[config.mk]
export PLATFORM = sky130hd
export DESIGN_NAME = websocket_frame_receiver
export DESIGN_NICKNAME = d
export VERILOG_FILES = /design/src/hw/rtl/wsfr_pkg.sv /design/src/hw/rtl/websocket_frame_receiver.sv
export SDC_FILE = /design/constraint.sdc
export NUM_CORES = 1
export LEC_CHECK = 0
export BUFFER_PORTS_ARGS = -buffer_cell sky130_fd_sc_hd__buf_2
export CORE_ASPECT_RATIO = 2
export CORE_MARGIN = 5
export CORE_UTILIZATION = 63
export DETAILED_ROUTE_END_ITERATION = 12
export PLACE_DENSITY = 0.92
export SYNTH_ARGS = -nofsm -noshare
export SYNTH_HDL_FRONTEND = slang
export SYNTH_SLANG_ARGS = --single-unit
[constraint.sdc]
create_clock -name clock -period 9.07 [get_ports clock]
set_input_delay 1.814 -clock clock [delete_from_list [all_inputs] [get_ports clock]]
set_output_delay 1.814 -clock clock [all_outputs]
set_load 0.005 [all_outputs]
[src/hw/rtl/wsfr_pkg.sv]
// ----------------------------------------------------------------------------
// wsfr_pkg
// types and constants shared by the websocket frame receiver
// ----------------------------------------------------------------------------
package wsfr_pkg;

   localparam int BURST_MAX = 6;
   localparam int BURST_CNT_W = $clog2(BURST_MAX + 1);

   localparam logic [6:0] LEN_CODE_EXT16 = 7'd126;
   localparam logic [6:0] LEN_CODE_EXT64 = 7'd127;
   localparam logic [3:0] OPC_DATA_MAX = 4'd2;
   localparam logic [3:0] OPC_PING = 4'd9;
   localparam logic [3:0] OPC_PONG = 4'd10;
   localparam logic [15:0] PING_LEN_MAX = 16'd125;
   localparam logic [15:0] RX_CAP_RESET = 16'd5120;
   localparam logic [15:0] MSG_CAP_RESET = 16'd0;

   localparam logic CSR_RX_CAPACITY = 1'b0;
   localparam logic CSR_MSG_CAPACITY = 1'b1;

   typedef enum logic [2:0] {
      PH_HDR1,
      PH_HDR2,
      PH_EXT,
      PH_PAY,
      PH_ERR
   } wsfr_phase_type;

   typedef enum logic [1:0] {
      KIND_DATA  = 2'd0,
      KIND_PONG  = 2'd1,
      KIND_EMPTY = 2'd2,
      KIND_ERROR = 2'd3
   } wsfr_kind_type;

   typedef enum logic [1:0] {
      ERR_NONE      = 2'd0,
      ERR_LEN_CODE  = 2'd1,
      ERR_TOO_LARGE = 2'd2,
      ERR_PING_LONG = 2'd3
   } wsfr_err_type;

   typedef struct packed {
      wsfr_kind_type kind;
      logic          stored;
      logic [15:0]   message_offset;
      logic [3:0]    frame_opcode;
      logic          frame_end;
      logic [15:0]   frame_length;
      logic          message_end;
      logic [15:0]   message_length;
      wsfr_err_type  error_code;
   } wsfr_rsp_type;

endpackage

[src/hw/rtl/websocket_frame_receiver.sv]
// ----------------------------------------------------------------------------
// websocket_frame_receiver
// parses websocket frame headers from a byte stream, passes data payload,
// answers short pings with a masked pong and flags fatal framing errors
// ----------------------------------------------------------------------------
// timing: first result registered, valid in the cycle after the byte is accepted
// throughput: one byte per cycle while rsp_tready is high; a byte giving
//   n results holds intake until its last is taken, set by the single-entry
//   result burst buffer (n is 6 at most, on a non-empty ping's last header byte)
// reset: synchronous, returns to header wait and clears the sticky error
// ----------------------------------------------------------------------------
module websocket_frame_receiver (
   input  logic        clock,
   input  logic        reset,
   input  logic        req_tvalid,
   output logic        req_tready,
   input  logic [39:0] req_tdata,   // rx_byte[7:0], pong_mask[39:8]
   output logic        rsp_tvalid,
   input  logic        rsp_tready,
   // data_byte[7:0], stored[8], message_offset[24:9], frame_opcode[28:25],
   // frame_end[29], frame_length[45:30], message_end[46],
   // message_length[62:47], error_code[64:63], zero fill
   output logic [71:0] rsp_tdata,
   output logic [1:0]  rsp_tuser,   // result_kind[1:0]
   output logic        rsp_tlast,
   input  logic        csr_wen,
   input  logic        csr_addr,
   input  logic [15:0] csr_wdata
);

   wsfr_pkg::wsfr_phase_type phase_ff, phase_in;
   logic [7:0]  first_ff, first_in;
   logic        ext_ff, ext_in;
   logic [15:0] pay_len_ff, pay_len_in;
   logic [15:0] pay_cnt_ff, pay_cnt_in;
   logic [15:0] msg_cnt_ff, msg_cnt_in;
   logic [31:0] mask_ff, mask_in;
   logic [15:0] rx_cap_ff, msg_cap_ff;

   logic [wsfr_pkg::BURST_CNT_W-1:0] cnt_ff, cnt_in;
   wsfr_pkg::wsfr_rsp_type tmpl_ff, tmpl_in;
   logic [7:0] bytes_ff [wsfr_pkg::BURST_MAX];
   logic [7:0] bytes_in [wsfr_pkg::BURST_MAX];

   logic        accept, pop;
   logic [7:0]  rx_byte;
   logic [31:0] rx_mask;
   logic [3:0]  opc;
   logic        fin;
   logic [6:0]  len_code;
   logic [15:0] len_sel;
   logic        lc_err, hdr_final, too_big, ping_long, fin_err2, fin_err3, hdr_ok;
   logic [15:0] cnt1;
   logic        pay_done;
   logic [15:0] mc_next;
   logic [7:0]  key_byte;

   assign rx_byte  = req_tdata[7:0];
   assign rx_mask  = req_tdata[39:8];
   assign opc      = first_ff[3:0];
   assign fin      = first_ff[7];
   assign len_code = rx_byte[6:0];

   assign accept     = req_tvalid && req_tready;
   assign pop        = rsp_tvalid && rsp_tready;
   assign rsp_tvalid = (cnt_ff != '0);
   assign req_tready = (cnt_ff == '0) ||
                       ((cnt_ff == wsfr_pkg::BURST_CNT_W'(1)) && rsp_tready);

   assign len_sel = (phase_ff == wsfr_pkg::PH_EXT) ? {pay_len_ff[7:0], rx_byte}
                                                   : {9'd0, len_code};
   assign lc_err    = (phase_ff == wsfr_pkg::PH_HDR2) &&
                      (len_code == wsfr_pkg::LEN_CODE_EXT64);
   assign hdr_final = ((phase_ff == wsfr_pkg::PH_HDR2) &&
                       (len_code != wsfr_pkg::LEN_CODE_EXT64) &&
                       (len_code != wsfr_pkg::LEN_CODE_EXT16)) ||
                      ((phase_ff == wsfr_pkg::PH_EXT) && ext_ff);
   assign too_big   = (len_sel > rx_cap_ff);
   assign ping_long = (opc == wsfr_pkg::OPC_PING) && (len_sel > wsfr_pkg::PING_LEN_MAX);
   assign fin_err2  = hdr_final && too_big;
   assign fin_err3  = hdr_final && !too_big && ping_long;
   assign hdr_ok    = hdr_final && !too_big && !ping_long;

   assign cnt1     = pay_cnt_ff + 16'd1;
   assign pay_done = (cnt1 >= pay_len_ff);

   always_comb begin
      case (pay_cnt_ff[1:0])
         2'd0:    key_byte = mask_ff[31:24];
         2'd1:    key_byte = mask_ff[23:16];
         2'd2:    key_byte = mask_ff[15:8];
         default: key_byte = mask_ff[7:0];
      endcase
   end

   // next phase
   always_comb begin
      phase_in = phase_ff;
      case (phase_ff)
         wsfr_pkg::PH_HDR1: phase_in = wsfr_pkg::PH_HDR2;
         wsfr_pkg::PH_HDR2,
         wsfr_pkg::PH_EXT: begin
            if (lc_err || fin_err2 || fin_err3) begin
               phase_in = wsfr_pkg::PH_ERR;
            end else if (hdr_ok) begin
               phase_in = (len_sel == 16'd0) ? wsfr_pkg::PH_HDR1 : wsfr_pkg::PH_PAY;
            end else begin
               phase_in = wsfr_pkg::PH_EXT;
            end
         end
         wsfr_pkg::PH_PAY: phase_in = pay_done ? wsfr_pkg::PH_HDR1 : wsfr_pkg::PH_PAY;
         wsfr_pkg::PH_ERR: phase_in = wsfr_pkg::PH_ERR;
         default:          phase_in = wsfr_pkg::PH_ERR;
      endcase
   end

   // datapath and result burst
   always_comb begin
      first_in   = first_ff;
      ext_in     = ext_ff;
      pay_len_in = pay_len_ff;
      pay_cnt_in = pay_cnt_ff;
      msg_cnt_in = msg_cnt_ff;
      mask_in    = mask_ff;
      mc_next    = msg_cnt_ff;
      cnt_in     = '0;
      tmpl_in    = '0;
      tmpl_in.frame_opcode = opc;
      for (int i = 0; i < wsfr_pkg::BURST_MAX; i++) begin
         bytes_in[i] = 8'd0;
      end

      case (phase_ff)
         wsfr_pkg::PH_HDR1: first_in = rx_byte;
         wsfr_pkg::PH_HDR2: begin
            if (len_code == wsfr_pkg::LEN_CODE_EXT16) begin
               ext_in     = 1'b0;
               pay_len_in = 16'd0;
            end else if (!lc_err) begin
               pay_len_in = len_sel;
            end
         end
         wsfr_pkg::PH_EXT: begin
            pay_len_in = len_sel;
            ext_in     = !ext_ff;
         end
         wsfr_pkg::PH_PAY: begin
            pay_cnt_in = cnt1;
            if (opc <= wsfr_pkg::OPC_DATA_MAX) begin
               cnt_in       = wsfr_pkg::BURST_CNT_W'(1);
               tmpl_in.kind = wsfr_pkg::KIND_DATA;
               bytes_in[0]  = rx_byte;
               if (msg_cnt_ff < msg_cap_ff) begin
                  tmpl_in.stored         = 1'b1;
                  tmpl_in.message_offset = msg_cnt_ff;
                  mc_next                = msg_cnt_ff + 16'd1;
               end
               msg_cnt_in = mc_next;
               if (pay_done) begin
                  tmpl_in.frame_end    = 1'b1;
                  tmpl_in.frame_length = pay_len_ff;
                  if (fin) begin
                     if (msg_cap_ff != 16'd0) begin
                        tmpl_in.message_end    = 1'b1;
                        tmpl_in.message_length = mc_next;
                     end
                     msg_cnt_in = 16'd0;
                  end
               end
            end else if (opc == wsfr_pkg::OPC_PING) begin
               cnt_in               = wsfr_pkg::BURST_CNT_W'(1);
               tmpl_in.kind         = wsfr_pkg::KIND_PONG;
               tmpl_in.frame_opcode = wsfr_pkg::OPC_PONG;
               bytes_in[0]          = rx_byte ^ key_byte;
            end
         end
         default: begin
         end
      endcase

      if (lc_err || fin_err2 || fin_err3) begin
         cnt_in       = wsfr_pkg::BURST_CNT_W'(1);
         tmpl_in.kind = wsfr_pkg::KIND_ERROR;
         if (lc_err) begin
            tmpl_in.error_code = wsfr_pkg::ERR_LEN_CODE;
         end else if (fin_err2) begin
            tmpl_in.error_code = wsfr_pkg::ERR_TOO_LARGE;
         end else begin
            tmpl_in.error_code = wsfr_pkg::ERR_PING_LONG;
         end
      end else if (hdr_ok) begin
         pay_cnt_in = 16'd0;
         if (opc == wsfr_pkg::OPC_PING) begin
            mask_in              = rx_mask;
            tmpl_in.kind         = wsfr_pkg::KIND_PONG;
            tmpl_in.frame_opcode = wsfr_pkg::OPC_PONG;
            bytes_in[0]          = {first_ff[7:4], wsfr_pkg::OPC_PONG};
            bytes_in[1]          = {1'b1, len_sel[6:0]};
            if (len_sel != 16'd0) begin
               cnt_in      = wsfr_pkg::BURST_CNT_W'(wsfr_pkg::BURST_MAX);
               bytes_in[2] = rx_mask[31:24];
               bytes_in[3] = rx_mask[23:16];
               bytes_in[4] = rx_mask[15:8];
               bytes_in[5] = rx_mask[7:0];
            end else begin
               cnt_in = wsfr_pkg::BURST_CNT_W'(2);
            end
         end else if ((opc <= wsfr_pkg::OPC_DATA_MAX) && (len_sel == 16'd0)) begin
            cnt_in            = wsfr_pkg::BURST_CNT_W'(1);
            tmpl_in.kind      = wsfr_pkg::KIND_EMPTY;
            tmpl_in.frame_end = 1'b1;
            if (fin) begin
               if (msg_cap_ff != 16'd0) begin
                  tmpl_in.message_end    = 1'b1;
                  tmpl_in.message_length = msg_cnt_ff;
               end
               msg_cnt_in = 16'd0;
            end
         end
      end
   end

   always_ff @(posedge clock) begin
      if (reset) begin
         phase_ff   <= wsfr_pkg::PH_HDR1;
         first_ff   <= 8'd0;
         ext_ff     <= 1'b0;
         pay_len_ff <= 16'd0;
         pay_cnt_ff <= 16'd0;
         msg_cnt_ff <= 16'd0;
         mask_ff    <= 32'd0;
         cnt_ff     <= '0;
      end else begin
         if (accept) begin
            phase_ff   <= phase_in;
            first_ff   <= first_in;
            ext_ff     <= ext_in;
            pay_len_ff <= pay_len_in;
            pay_cnt_ff <= pay_cnt_in;
            msg_cnt_ff <= msg_cnt_in;
            mask_ff    <= mask_in;
            cnt_ff     <= cnt_in;
         end else if (pop) begin
            cnt_ff <= cnt_ff - wsfr_pkg::BURST_CNT_W'(1);
         end
      end
   end

   always_ff @(posedge clock) begin
      if (reset) begin
         rx_cap_ff  <= wsfr_pkg::RX_CAP_RESET;
         msg_cap_ff <= wsfr_pkg::MSG_CAP_RESET;
      end else if (csr_wen) begin
         case (csr_addr)
            wsfr_pkg::CSR_RX_CAPACITY:  rx_cap_ff  <= csr_wdata;
            wsfr_pkg::CSR_MSG_CAPACITY: msg_cap_ff <= csr_wdata;
            default: begin
            end
         endcase
      end
   end

   // result burst buffer, shifted down one byte per delivered item
   always_ff @(posedge clock) begin
      if (accept) begin
         tmpl_ff <= tmpl_in;
         for (int i = 0; i < wsfr_pkg::BURST_MAX; i++) begin
            bytes_ff[i] <= bytes_in[i];
         end
      end else if (pop) begin
         for (int i = 0; i < wsfr_pkg::BURST_MAX - 1; i++) begin
            bytes_ff[i] <= bytes_ff[i+1];
         end
         bytes_ff[wsfr_pkg::BURST_MAX-1] <= 8'd0;
      end
   end

   assign rsp_tuser = tmpl_ff.kind;
   assign rsp_tlast = (cnt_ff == wsfr_pkg::BURST_CNT_W'(1));
   assign rsp_tdata = {7'd0,
                       tmpl_ff.error_code,
                       tmpl_ff.message_length,
                       tmpl_ff.message_end,
                       tmpl_ff.frame_length,
                       tmpl_ff.frame_end,
                       tmpl_ff.frame_opcode,
                       tmpl_ff.message_offset,
                       tmpl_ff.stored,
                       bytes_ff[0]};

endmodule
==> impl_metrics.csv <==
group,metric,value,unit
sta,hold_violations,0,
route,wl_per_cell,20.8,um
logic_synthesis,yosysTopAreaCell,"edfxtp_1",
die,die-area,21500,um2
sta,setup_viol,0,
sta,fmax,195,MHz
sta,timing.final.ws_setup,3.93,ns
logic_synthesis,netlist.area_leader.share,27.6,%
grt,grt_pass1_wl,50700,um
logic_synthesis,synth_most_common_cell,"nand2_1",
cts,holdBufCountCts,0,
cts,cts-root-buf,"clkbuf_16",
sta,clock_skew,0.0137,ns
sta,max_slew.worst_pin.slew,1.27,ns
die,fp.dieH,202,um
route,wl,32700,um
logic_synthesis,ys_warn_count,0,
grt,grt_antenna_before_repair,0,
cts,cts_buffers,21,
final_layout,fin_nets,1458,
grt,met2_usage,55.0,%
die,ioPinCount,139,
final_layout,fillers,1336,
logic_synthesis,synth_edf_count,107,
critical_path,cp_max_fo,32,
sta,min_period_over_period,56.7,%
cts,cts.reportedPaths.clkPinSlew,0.07,ns
critical_path,critPathCaptureType,"flop",
final_layout,num_antenna_cells,0,
cts,cts.sinks,234,
cts,cts_tree,"yes",
power_and_ir_drop,p_leak,0.00496,uW
sta,maxSlewViolCount,0,
route,viasPerCell,6.43,
final_layout,final_layout_size_suffix_gt1_share,14.0,%
logic_synthesis,synth_area_leaders,"edfxtp_1 28%, dfxtp_1 22%, nand2_1 7.4%, ha_1 6.0%, a21oi_1 5.2%",
place,post-dp-hpwl,23400,um
cts,clk_latency,0.51,ns
place,portBuffers,131,
route,drt-pass1-iter-count,8,
grt,grt_start_max_net_pins,99,
critical_path,cp.arrival,5.51,ns
logic_synthesis,async_reset_ff_share,0,%
grt,met1_usage,28.6,%
critical_path,cp-start-kind,"input pin",
die,rows,70,
logic_synthesis,yosysUniqueCellTypes,71,
logic_synthesis,synth_compound_area_share,17.1,%
route,drtIter0Drc,959,
grt,gr-max-usage-layer,"met2",
logic_synthesis,synth_top_flop_cell,"dfxtp_1",
cts,cts_resized,0,
die,initial_utilization,63.9,%
logic_synthesis,yosys-mux-area-fraction,0.871,%
place,placement.cell_area,12200,um2
logic_synthesis,synthAdderAreaFrac,6.02,%
route,ant_nets,0,
outcome,outcome,"finished, final reports clean",
sta,grt_setup_unrepaired,"no",
logic_synthesis,netlist_area,11600,um2
logic_synthesis,synth_common_cells,"231 x nand2_1, 127 x dfxtp_1, 120 x a21oi_1, 107 x edfxtp_1, 77 x nor2_1",
grt,first_global_vias,9951,
grt,gr-total-overflow,0,
run,cap_viol_max_count,0,
logic_synthesis,synth_xor_area_share,2.33,%
place,gp_congestion,0.984,
sta,min_period,5.14,ns
cts,post_cts_buffers,0,
grt,met3_usage,4.28,%
power_and_ir_drop,peakVddDrop,353,uV
logic_synthesis,synth_cells,1261,
route,drc,0,
grt,grt_usage,29.6,%
place,pre_cts_slack,3.55,ns
sta,relSlewSlack,15.2,%
die,die_w,106,um
power_and_ir_drop,power_density,242,nW/um2
logic_synthesis,yosys.area_share.simple,18.8,%
logic_synthesis,syn_avg_cell_area,9.23,um2
final_layout,stdcell_area,13000,um2
cts,clock_path_buffers,3,
logic_synthesis,ys_seq_area_share,49.4,%
final_layout,area_growth,11.3,%
critical_path,crit_required,9.43,ns
logic_synthesis,synth-seq-cells,234,
worst_hold_path,holdCritPathClass,"flop to flop",
critical_path,worstSetupPathType,"input pin to flop",
logic_synthesis,synth_top_family_by_area,"simple AND/OR/NAND/NOR gates",
cts,htreeDepth,1,
die,floorplan.core_area,18200,um2
route,routed-via-count,10100,
sta,tns,0,ns
state kept, by name, summed over array words and instances (netlist names):
name and count:
rsp_tdata 57, bytes_ff 48, mask_ff 32, msg_cap_ff 16
msg_cnt_ff 16, pay_cnt_ff 16, pay_len_ff 16, rx_cap_ff 16
first_ff 8, cnt_ff 3, phase_ff 3, rsp_tuser 2
ext_ff 1
placed cells by master, fill, tap and decap left out, types with 14 or more instances in the layout:
cell       synthesis  final
a21oi_1          120    120
a22o_1            25     25
and2_1            36     36
buf_2              4    130
clkbuf_16          0     21
dfxtp_1          127    127
edfxtp_1         107    107
ha_1              56     56
inv_1             56     55
nand2_1          231    231
nand2b_1          14     14
nand3_1           29     29
nor2_1            77     77
nor3_1            27     27
o21ai_0           61     61
xnor2_1           19     19
path summary, 6_finish.rpt:
check               start              end  slack, ns  depth (start not counted)
max reg2reg   phase_ff[0]  bytes_ff[0][20]       4.10                         11
min           mask_ff[25]      mask_ff[25]       0.45                          2
min reg2reg   mask_ff[25]      mask_ff[25]       0.45                          2
max          req_tdata[1]  bytes_ff[0][20]       3.93                         10
cells by family after synthesis:
group / count (synthesis)
xor gates and xnor gates: 31
other: 1
AOI/OAI and AO/OA: 307
and+or+nand+nor: 477
muxes: 10
DFF: 234
buffers and inverters: 145
adders and majority gates: 56
layer usage:
layer | routed length, um | vias up
li1 | - | 4601
met1 | 10200 | 4658
met2 | 17300 | 648
met3 | 2410 | 187
met4 | 2770 | 0
met5 | 0 | -
power breakdown:
| group | switching, uW | internal (uW) | total, uW |
|---|---|---|---|
| registers | 88.2 | 1390 | 1470 |
| clock network | 411 | 546 | 957 |
| logic | 468 | 231 | 699 |
| total | 967 | 2160 | 3130 |
layout make-up:
cell class,instances,area [um2],area share (%)
Multi-Input combinational cell,888,5270,40.7
Sequential cell,234,5760,44.4
Clock buffer,22,529,4.09
Timing Repair Buffer,139,718,5.54
Clock inverter,15,198,1.53
Inverter,56,210,1.62
Tap cell,216,270,2.09
critical path, cell delays in order:
cell	delay [ns]
buf_2	0.15
ha_1	0.31
nor2b_1	0.15
o211ai_2	0.16
a2111oi_0	0.13
nor4_1	0.79
o211ai_1	0.39
nor2_2	0.34
and3_1	1.00
a22o_1	0.26
stage by stage:
step                total power [uW]  hold slack, ns  std cells  utilization, %
floorplan                       1920           0.431       1267               -
global placement                2150           0.437       1533            67.1
detailed placement              2180           0.447       1533            67.1
CTS                             3130           0.455       1570            71.1
global route                    3250           0.470       1570            71.1
finish                          3130           0.455       1570            71.1
No activity file was read; power rests on OpenSTA's default activity.
